$ cat src/hdl/assert_macros.svh
// Assertion macros shared by the RTL of the battery voltage filter.
// Every macro samples on clk and is switched off while rst_n is low.
`ifndef ASSERT_MACROS_SVH
`define ASSERT_MACROS_SVH

// Same-cycle implication.
`define ASSERT_IMPL(label, ante, cons, msg) \
    label: assert property (@(posedge clk) disable iff (!rst_n) (ante) |-> (cons)) \
        else $error(msg);

// Next-cycle implication.
`define ASSERT_NEXT(label, ante, cons, msg) \
    label: assert property (@(posedge clk) disable iff (!rst_n) (ante) |=> (cons)) \
        else $error(msg);

`endif

$ cat src/hdl/bvf_pkg.sv
// Package for the battery voltage filter: widths, reset values, register
// indexes and the state and configuration structs. No dependencies.
`default_nettype none

package bvf_pkg;

    localparam int SAMPLE_BITS = 16;
    localparam int FIELD_BITS  = 16;
    localparam int CMP_BITS    = (SAMPLE_BITS > FIELD_BITS) ? SAMPLE_BITS : FIELD_BITS;
    localparam int COUNT_BITS  = 8;
    localparam int CFG_BITS    = 16;
    localparam int INDEX_BITS  = 2;

    localparam logic [SAMPLE_BITS-1:0] FILTER_RESET   = SAMPLE_BITS'(3628);
    localparam logic [COUNT_BITS-1:0]  LIMIT_RESET    = COUNT_BITS'(20);
    localparam logic [COUNT_BITS-1:0]  WARMUP_RESET   = COUNT_BITS'(50);
    localparam logic [FIELD_BITS-1:0]  THRESH_RESET   = '0;
    localparam logic [COUNT_BITS-1:0]  COUNT_MAX      = '1;

    localparam logic [INDEX_BITS-1:0] REG_LOW_THRESHOLD  = INDEX_BITS'(0);
    localparam logic [INDEX_BITS-1:0] REG_PERSIST_LIMIT  = INDEX_BITS'(1);
    localparam logic [INDEX_BITS-1:0] REG_WARMUP_SAMPLES = INDEX_BITS'(2);

    typedef struct packed {
        logic [SAMPLE_BITS-1:0] filter_value;
        logic [COUNT_BITS-1:0]  warmup_left;
        logic [COUNT_BITS-1:0]  low_count;
        logic                   low_flag;
    } bvf_state_t;

    typedef struct packed {
        logic [FIELD_BITS-1:0] low_threshold;
        logic [COUNT_BITS-1:0] persist_limit;
    } bvf_cfg_t;

endpackage

`default_nettype wire

$ cat src/hdl/bvf_update.sv
// Next-state logic of the battery voltage filter: warm-up count, IIR update
// with divide by ten, and the low-battery persistence counter. Uses bvf_pkg.
`default_nettype none

module bvf_update
    import bvf_pkg::*;
(
    input  bvf_state_t             cur,
    input  bvf_cfg_t               cfg,
    input  logic [SAMPLE_BITS-1:0] sample,
    output bvf_state_t             nxt
);

    // 3*s + 7*f stays below 10 * 2^S, so four extra bits hold it.
    localparam int SUM_BITS   = SAMPLE_BITS + 4;
    // Reciprocal of ten, exact for every sum below 2^SUM_BITS.
    localparam int SHIFT      = SAMPLE_BITS + 8;
    localparam int RECIP_BITS = SAMPLE_BITS + 5;
    localparam int PROD_BITS  = SUM_BITS + RECIP_BITS;
    localparam logic [RECIP_BITS-1:0] RECIP =
        RECIP_BITS'((64'd1 << SHIFT) / 64'd10 + 64'd1);

    logic [SUM_BITS-1:0]    s_ext;
    logic [SUM_BITS-1:0]    f_ext;
    logic [SUM_BITS-1:0]    sum;
    logic [PROD_BITS-1:0]   prod;
    logic [SAMPLE_BITS-1:0] filt;
    logic [CMP_BITS-1:0]    filt_cmp;
    logic [CMP_BITS-1:0]    thr_cmp;
    logic [COUNT_BITS-1:0]  warm_dec;
    logic [COUNT_BITS-1:0]  cnt_up;
    logic [COUNT_BITS-1:0]  cnt_dn;

    assign s_ext    = SUM_BITS'(sample);
    assign f_ext    = SUM_BITS'(cur.filter_value);
    assign sum      = (s_ext << 1) + s_ext + (f_ext << 3) - f_ext;
    assign prod     = PROD_BITS'(sum) * PROD_BITS'(RECIP);
    assign filt     = prod[SHIFT +: SAMPLE_BITS];
    assign filt_cmp = CMP_BITS'(filt);
    assign thr_cmp  = CMP_BITS'(cfg.low_threshold);
    assign warm_dec = cur.warmup_left - COUNT_BITS'(1);
    assign cnt_up   = (cur.low_count != COUNT_MAX) ? cur.low_count + COUNT_BITS'(1)
                                                   : cur.low_count;
    assign cnt_dn   = (cur.low_count != '0) ? cur.low_count - COUNT_BITS'(1) : '0;

    always_comb
    begin
        nxt = cur;
        if (cur.warmup_left == '0)
        begin
            nxt.filter_value = filt;
            if (filt_cmp < thr_cmp)
            begin
                if (cnt_up > cfg.persist_limit)
                begin
                    nxt.low_count = '0;
                    nxt.low_flag  = 1'b1;
                end
                else
                begin
                    nxt.low_count = cnt_up;
                end
            end
            else
            begin
                nxt.low_count = cnt_dn;
                if (cnt_dn == '0)
                begin
                    nxt.low_flag = 1'b0;
                end
            end
        end
        else
        begin
            nxt.warmup_left = warm_dec;
            // load the sample that ends the warm-up
            if (warm_dec == '0)
            begin
                nxt.filter_value = sample;
            end
        end
    end

endmodule

`default_nettype wire

$ cat src/hdl/battery_voltage_filter_low_detect.sv
// Top level of the battery voltage filter with low-battery detection.
// Uses bvf_pkg, bvf_update and the assertion macros in assert_macros.svh.
`default_nettype none
`include "assert_macros.svh"

// One voltage sample in, one result out. A sample is registered on transfer;
// when it advances, the filter state is updated and the result (filtered
// voltage, low flag, warm-up flag) is captured in the output register from
// the same updated state. A new sample can be taken every cycle while the
// output is not stalled. The throughput of one sample per cycle is set by the
// state update loop: the IIR step (3*sample + 7*filtered, then a reciprocal
// multiply for the divide by ten), the threshold compare and the persistence
// counter all close combinationally on the state registers. The first
// warmup_samples samples only count down; the one that ends the warm-up is
// loaded as the filtered value, and until then the held value (3628 after
// reset) is reported. Configuration registers: 0 low_threshold, 1
// persist_limit, 2 warmup_samples (reloads the warm-up count only while the
// warm-up is still running). Write them only when no sample is in flight.
module battery_voltage_filter_low_detect
    import bvf_pkg::*;
(
    input  logic                   clk,
    input  logic                   rst_n,

    input  logic                   cfg_write,
    input  logic [INDEX_BITS-1:0]  cfg_index,
    input  logic [CFG_BITS-1:0]    cfg_data,

    input  logic                   in_valid,
    output logic                   in_stall,
    input  logic [FIELD_BITS-1:0]  voltage_sample,

    output logic                   out_valid,
    input  logic                   out_stall,
    output logic [FIELD_BITS-1:0]  filtered_voltage,
    output logic                   battery_low,
    output logic                   warming_up
);

    // Configuration registers
    logic [FIELD_BITS-1:0]  low_threshold_reg;
    logic [COUNT_BITS-1:0]  persist_limit_reg;

    // Input stage
    logic                   s1_valid_reg;
    logic                   s1_valid_next;
    logic [SAMPLE_BITS-1:0] s1_sample_reg;

    // Filter state and result register
    bvf_state_t             state_reg;
    bvf_state_t             state_next;
    bvf_cfg_t               cfg;
    logic                   out_valid_reg;
    logic                   out_valid_next;
    logic [FIELD_BITS-1:0]  out_filt_reg;
    logic                   out_low_reg;
    logic                   out_warm_reg;

    logic                   in_xfer;
    logic                   advance;
    logic [CMP_BITS-1:0]    sample_ext;
    logic [CMP_BITS-1:0]    filt_ext;

    // Advance the input stage when the result register is free or emptying.
    assign advance  = s1_valid_reg && (!out_valid_reg || !out_stall);
    assign in_stall = s1_valid_reg && !advance;
    assign in_xfer  = in_valid && !in_stall;

    assign s1_valid_next  = in_xfer || (s1_valid_reg && !advance);
    assign out_valid_next = advance || (out_valid_reg && out_stall);

    // Narrow or widen the sample to the filter width.
    assign sample_ext = CMP_BITS'(voltage_sample);
    assign filt_ext   = CMP_BITS'(state_next.filter_value);

    assign cfg.low_threshold = low_threshold_reg;
    assign cfg.persist_limit = persist_limit_reg;

    bvf_update u_update (
        .cur    (state_reg),
        .cfg    (cfg),
        .sample (s1_sample_reg),
        .nxt    (state_next)
    );

    // Handshake control
    always_ff @(posedge clk or negedge rst_n)
    begin
        if (!rst_n)
        begin
            s1_valid_reg  <= 1'b0;
            out_valid_reg <= 1'b0;
        end
        else
        begin
            s1_valid_reg  <= s1_valid_next;
            out_valid_reg <= out_valid_next;
        end
    end

    // Hold the sample of the input stage until it advances.
    always_ff @(posedge clk)
    begin
        if (in_xfer)
        begin
            s1_sample_reg <= sample_ext[SAMPLE_BITS-1:0];
        end
    end

    // Configuration and filter state. The user must send writes only while idle; the block does not enforce it.
    always_ff @(posedge clk or negedge rst_n)
    begin
        if (!rst_n)
        begin
            low_threshold_reg      <= THRESH_RESET;
            persist_limit_reg      <= LIMIT_RESET;
            state_reg.filter_value <= FILTER_RESET;
            state_reg.warmup_left  <= WARMUP_RESET;
            state_reg.low_count    <= '0;
            state_reg.low_flag     <= 1'b0;
        end
        else if (cfg_write)
        begin
            case (cfg_index)
                REG_LOW_THRESHOLD:
                begin
                    low_threshold_reg <= cfg_data[FIELD_BITS-1:0];
                end
                REG_PERSIST_LIMIT:
                begin
                    persist_limit_reg <= cfg_data[COUNT_BITS-1:0];
                end
                REG_WARMUP_SAMPLES:
                begin
                    // reload only while the warm-up is still running
                    if (state_reg.warmup_left != '0)
                    begin
                        state_reg.warmup_left <= cfg_data[COUNT_BITS-1:0];
                    end
                end
                default:
                begin
                    // drop writes to unused indexes
                end
            endcase
        end
        else if (advance)
        begin
            state_reg <= state_next;
        end
    end

    // Result register: capture the updated state as the result.
    always_ff @(posedge clk)
    begin
        if (advance)
        begin
            out_filt_reg <= filt_ext[FIELD_BITS-1:0];
            out_low_reg  <= state_next.low_flag;
            out_warm_reg <= (state_next.warmup_left != '0);
        end
    end

    assign out_valid        = out_valid_reg;
    assign filtered_voltage = out_filt_reg;
    assign battery_low      = out_low_reg;
    assign warming_up       = out_warm_reg;

    // The input stage only pushes back when it holds a sample it cannot pass on.
    `ASSERT_IMPL(a_stall_needs_item, in_stall, s1_valid_reg && out_valid_reg,
                 "input stalled without a blocked sample")
    // A sample that advances always lands in the result register.
    `ASSERT_NEXT(a_advance_gives_result, advance, out_valid_reg,
                 "advanced sample produced no result")
    // Once the warm-up has finished it never restarts.
    `ASSERT_NEXT(a_warmup_stays_done, state_reg.warmup_left == '0,
                 state_reg.warmup_left == '0, "warm-up count restarted")
    // The low flag can only be set by a running filter.
    `ASSERT_IMPL(a_low_after_warmup, state_reg.low_flag,
                 state_reg.warmup_left == '0, "low flag set during warm-up")

endmodule

`default_nettype wire
$ cat config.mk
export PLATFORM = sky130hd
export DESIGN_NAME = battery_voltage_filter_low_detect
export DESIGN_NICKNAME = d
export VERILOG_FILES = /design/src/hdl/bvf_pkg.sv /design/src/hdl/bvf_update.sv /design/src/hdl/battery_voltage_filter_low_detect.sv
export VERILOG_INCLUDE_DIRS = /design/src /design/src/hdl
export SDC_FILE = /design/constraint.sdc
export NUM_CORES = 1
export LEC_CHECK = 0
export BUFFER_PORTS_ARGS = -buffer_cell sky130_fd_sc_hd__clkbuf_2
export CAP_MARGIN = 25
export CORE_UTILIZATION = 55
export DETAILED_ROUTE_END_ITERATION = 10
export HOLD_SLACK_MARGIN = 0.02
export PLACE_DENSITY_LB_ADDON = 0.25
export SYNTH_ARGS = -nofsm -noshare
export SYNTH_HDL_FRONTEND = slang
export SYNTH_SLANG_ARGS = --single-unit
$ cat constraint.sdc
create_clock -name clk -period 12.6 [get_ports clk]
set_input_delay 0.63 -clock clk [delete_from_list [all_inputs] [get_ports clk]]
set_output_delay 0.63 -clock clk [all_outputs]
set_load 0.01 [all_outputs]
; ---- Word level (Yosys, flattened, before mapping)
; Index checks and enable logic that the tools add are counted.
[totals]
reg_bits = 93
in_bits = 39
out_inout_bits = 20
[classes]
addsub = 6
n_mul = 1
magnitude_cmp = 2
eq_ne = 5
muxes = 14
bitwise = 1
reduce_logical = 24
[op_table]
columns = cell, n
row1 = $mux 8, 7
row2 = $mul 20x20->39 const B, 1
row3 = $mux 16, 2
row4 = $logic_not 8->1, 3
row5 = $reduce_bool 8->1, 3
row6 = $add 18x19->20, 1
row7 = $sub 20x16->20, 1
row8 = $add 17x16->18, 1
row9 = $mux 9, 2
row10 = $mux 17, 1
row11 = $lt 16x16->1, 1
row12 = $sub 8x1->8 const B, 2
row13 = $add 8x1->8 const B, 1
row14 = $gt 8x8->1, 1
row15 = $ne 8x8->1 const B, 1
row16 = $reduce_and 2->1, 3
row17 = $reduce_and 3->1, 2
row18 = $logic_and 1x1->1, 4
row19 = $logic_not 1->1, 4
row20 = $ne 2x1->1 const B, 2
row21 = $logic_or 1x1->1, 3
row22 = $eq 2x1->1 const B, 1
row23 = $eq 2x2->1 const B, 1
row24 = $logic_not 2->1, 1
row25 = 3 further kinds, 4

; ---- Longest topological paths before layout
[logic_depth]
depth_word = 9
mapped_depth = 47
depth_no_buf = 47

; ---- Hierarchy
; A second synthesis with hierarchy kept.
[unflattened]
cells_unflattened = 1434
area_unflattened_um2 = 14089.8
[modules_own_cells]
columns = module, instances, cells_per_inst, area_each_um2, seq_area_each_um2
row1 = bvf_update, 1, 1237, 10588.9, 0.0
row2 = battery_voltage_filter_low_detect, 1, 197, 3500.9, 2511.2

; ---- Least setup slack after synthesis
; No wires, ideal clock.
[synth_timing]
path_type = reg2reg
start = reg state_reg[20] (netlist bit)
end = reg state_reg[4] (netlist bit)
t_arrival_ns = 10.555
slack_ns = 1.921
path_stages_with_launch = 44
path_cell_list = dfstp_2 -> inv_1 -> fa_1 -> fa_1 -> ha_1 -> a21o_1 -> a21oi_2 -> nor2b_1 -> or4_1 -> a31oi_1 -> o21ai_0 -> xor2_1 -> ha_1 -> fa_1 -> ha_1 -> inv_1 -> fa_1 -> fa_1 -> [8 not listed] -> a2111oi_4 -> o21ai_2 -> o211ai_2 -> nand2_1 -> a221oi_2 -> nor2b_1 -> o31ai_2 -> inv_1 -> ha_1 -> a211oi_1 -> o21ai_0 -> o211ai_1 -> a21oi_1 -> nor3_1 -> inv_1 -> o211ai_1 -> nor4_1 -> o31a_1
[synth_via]
elab_chain_cells = 5
[synth_rtl]
columns = item, line_no
row1 = "start, declared", battery_voltage_filter_low_detect.sv:50  ; bvf_state_t state_reg;
row2 = "start signal, assigned", battery_voltage_filter_low_detect.sv:149  ; state_reg <= state_next;
row3 = $add 18x19->20, bvf_update.sv:36  ; assign sum = (s_ext << 1) + s_ext + (f_ext << 3) - f_ext;
row4 = $sub 20x16->20 (*), bvf_update.sv:36
row5 = $mul 20x20->39 (*), bvf_update.sv:37  ; assign prod = PROD_BITS'(sum) * PROD_BITS'(RECIP);
row6 = $lt 16x16->1 (*), bvf_update.sv:52  ; if (filt_cmp < thr_cmp)
row7 = $mux 9 (*), bvf_update.sv:52
; Every way passes the cells marked *; elsewhere a longest branch is shown, timed or not.
; A chain may end at the register's enable or synchronous reset.

; ---- Final worst setup path
[layout_timing]
start = reg state_reg[19] (netlist bit)
end = reg state_reg[4] (netlist bit)
; The elaborated chain is that of the path after synthesis.

==> reports/qor.csv <==
metric,value,unit
outcome,"complete, but fails checks",
failing checks,DRC,
Initial Utilization,0.560,
row count,57,
root buffer cell,clkbuf_16,
Rel. slew slack,0.271,
Reg area,0.00251,mm²
Largest register FFs,33,
Area after DPL,0.0143,mm²
fmax,84.4,MHz
Area growth syn-to-layout,7.83,%
grt ovf,0,
# hold bufs at CTS,0,
Worst Path Required,12.89,ns
Synthesized Nets,1843,
RSZ-0062 raised after global routing,false,
io pins,59,
"Primary FF master, synth",dfrtp_1,
Num CTS Buffers,9,
DIE WIDTH,159,µm
Crit-path slowest cell,dfstp_2,
Post-Synthesis Cells,1394,
H-tree depth,3,
HPWL after DPL,27.9,mm
Max Slew Vio Count,0,
GRT Overall Usage,0.272,
area of the core,0.0242,mm²
Total Die Area,0.0253,mm²
global-route wire length before repair,53.6,mm
#FFs+latches synth,93,
crit path DAT,12.15,ns
Final Hold Vio Count,0,
CTS tree,done,
GRT met3 Usage,0.0357,
GRT busiest layer,met2,
Fin Setup TNS,0,ns
Hold WC Path Type,input port to async pin,
post-DR wirelength/cell,18.1,µm
Crit Path Class,register to register,
Final Skew,0.0161,ns
CP max FO,6,
clk_lat worst skew,0.36,ns
Post-CTS Setup Bufs,0,
vias in the first global route,10200,
worst slew pin tran,1.09,ns
Max Root-Sink Buffers,2,
share of cells above drive strength 1,0.0950,
ranking of synthesized cells by area,"fa_1 25%, ha_1 22%, inv_1 9.7%, dfrtp_1 8.8%, edfxtp_1 7.5%",
Max Cap Viol,0,
Detail Route Antenna Nets,0,
"Core Util, Final",0.604,
clk sinks,93,
synthesized area,0.0136,mm²
sequential area share after synthesis,0.185,
Final period util,0.941,
area of the multi-input gates,0.00971,mm²
vias per cell,5.48,
top cell type's share of synthesized area,0.246,
Detailed Route WL,32.3,mm
antenna diode count,0,
Worst path max stage delay,0.54,ns
drt first pass iters,8,
Placed Instances,1770,
"Min Clock Period, post-route",11.85,ns
cell taking the most area after synthesis,fa_1,
cell depth of the worst flop-to-flop path,43,
initial antenna violation count,0,
count of nets after finishing,1907,
design area,0.0146,mm²
crit path launch type,register,
FILL cells,2097,
final cell count without fillers,1787,
Synth top cells by count,"351 x inv_1, 243 x ha_1, 167 x fa_1, 65 x nor2_1",
Vias,9795,
"Async S/R FF share, synth",0.634,
I/O Buffers,58,
Post-route DRC,4,
GRT met2 Usage,0.459,
Avg Inst Size Synth,9.74,µm²
Resized cells post-CTS,0,
clock-pin slew on the worst setup and hold paths,0.08,ns
starting DRC count in detailed routing,706,
Post-synth EDFFs,34,
Synth warnings,0,
met1 usage,0.365,
chip height,159,µm
Final Wtd Congestion,0.966,
synth unique cells,73,
# setup viols final,0,
pin count of the biggest net entering global routing,60,
CP endpoint kind,register,
most frequent cell after synthesis,inv_1,
"Top cell by count, worst path",ha_1,
placed cells by master (no fill, tap or decap), types with 4 or more instances in the layout:
cell	synthesis	final
nand4_1	9	9
o22ai_1	8	8
dfrtp_1	48	48
xnor2_1	34	33
a21o_1	18	18
nor2b_1	16	16
a221o_1	6	6
clkbuf_2	1	58
nor3_1	18	17
fa_1	167	167
a211oi_1	5	4
clkbuf_16	0	9
mux2_2	16	16
a21oi_2	4	4
nand2_1	61	61
buf_4	0	12
nand2b_1	8	8
xor2_1	16	15
mux2i_1	9	9
and3_1	8	8
o21a_1	9	9
nor2_1	65	65
a21oi_1	61	61
o21bai_1	5	5
edfxtp_1	34	34
o211ai_1	6	6
nand3_1	18	18
nor4_1	6	6
o21ai_0	47	47
a31oi_1	4	4
ha_1	243	243
or3_1	6	6
inv_1	351	351
and4_1	4	4
dfstp_2	11	11
path summary, 6_finish.rpt:
kind	slack (ns)	start	endpoint
worst max-delay path	0.75	state_reg[19]	state_reg[4]
worst min-delay path	0.42	rst_n	out_valid
worst max register to register	0.75	state_reg[19]	state_reg[4]
worst min register to register	0.49	s1_valid_reg	out_valid
max in group asynchronous	11.64	rst_n	state_reg[12]
min in group clk	0.44	voltage_sample[1]	s1_sample_reg[1]
through the flow:
stage	setup slack, ns	hold slack [ns]
2_1_floorplan	1.92	0.334
3_3_place_gp	0.756	0.454
3_5_place_dp	0.551	0.474
4_1_cts	0.481	0.433
5_1_grt	0.133	0.436
6_report	0.747	0.420
logic make-up (layout without fill, tap and decap cells):
family | after synthesis | in the layout | share of synthesized area
simple gates | 239 | 239 | 0.0869
mux | 25 | 25 | 0.0199
flops | 93 | 93 | 0.185
buf+inv | 369 | 438 | 0.102
compound gates | 208 | 208 | 0.104
xor+xnor | 50 | 50 | 0.0322
fa+ha+maj | 410 | 410 | 0.470
layer usage:
metal | share of wire | vias to the layer above | wire (µm)
li1 | - | 4686 | -
met1 | 0.44 | 4772 | 14100
met2 | 0.49 | 281 | 15700
met3 | 0.046 | 56 | 1490
met4 | 0.032 | 0 | 1030
met5 | 0 | - | 0
cell type report:
cell class                      count  share of cell area
Tap cell                          324              0.0277
Multi-Input combinational cell    932               0.663
Timing Repair Buffer               71              0.0278
Clock inverter                      7             0.00461
Clock buffer                        9              0.0154
Sequential cell                    93               0.171
Inverter                          351              0.0900
worst max-delay path: cells and delay by family, from the launching register on:
| kind | cells | cell delay, ns |
|---|---|---|
| adder cells (fa/ha/maj) | 13 | 4.98 |
| AO/OA/AOI/OAI | 17 | 3.94 |
| AND/OR/NAND/NOR | 7 | 1.58 |
| flip-flops | 1 | 0.54 |
| XOR/XNOR | 2 | 0.46 |
| buffers and inverters | 4 | 0.28 |
Power is left out: the tool's default activity adds up to more than one toggle a clock period on the data nets, which glitch-free logic cannot reach.
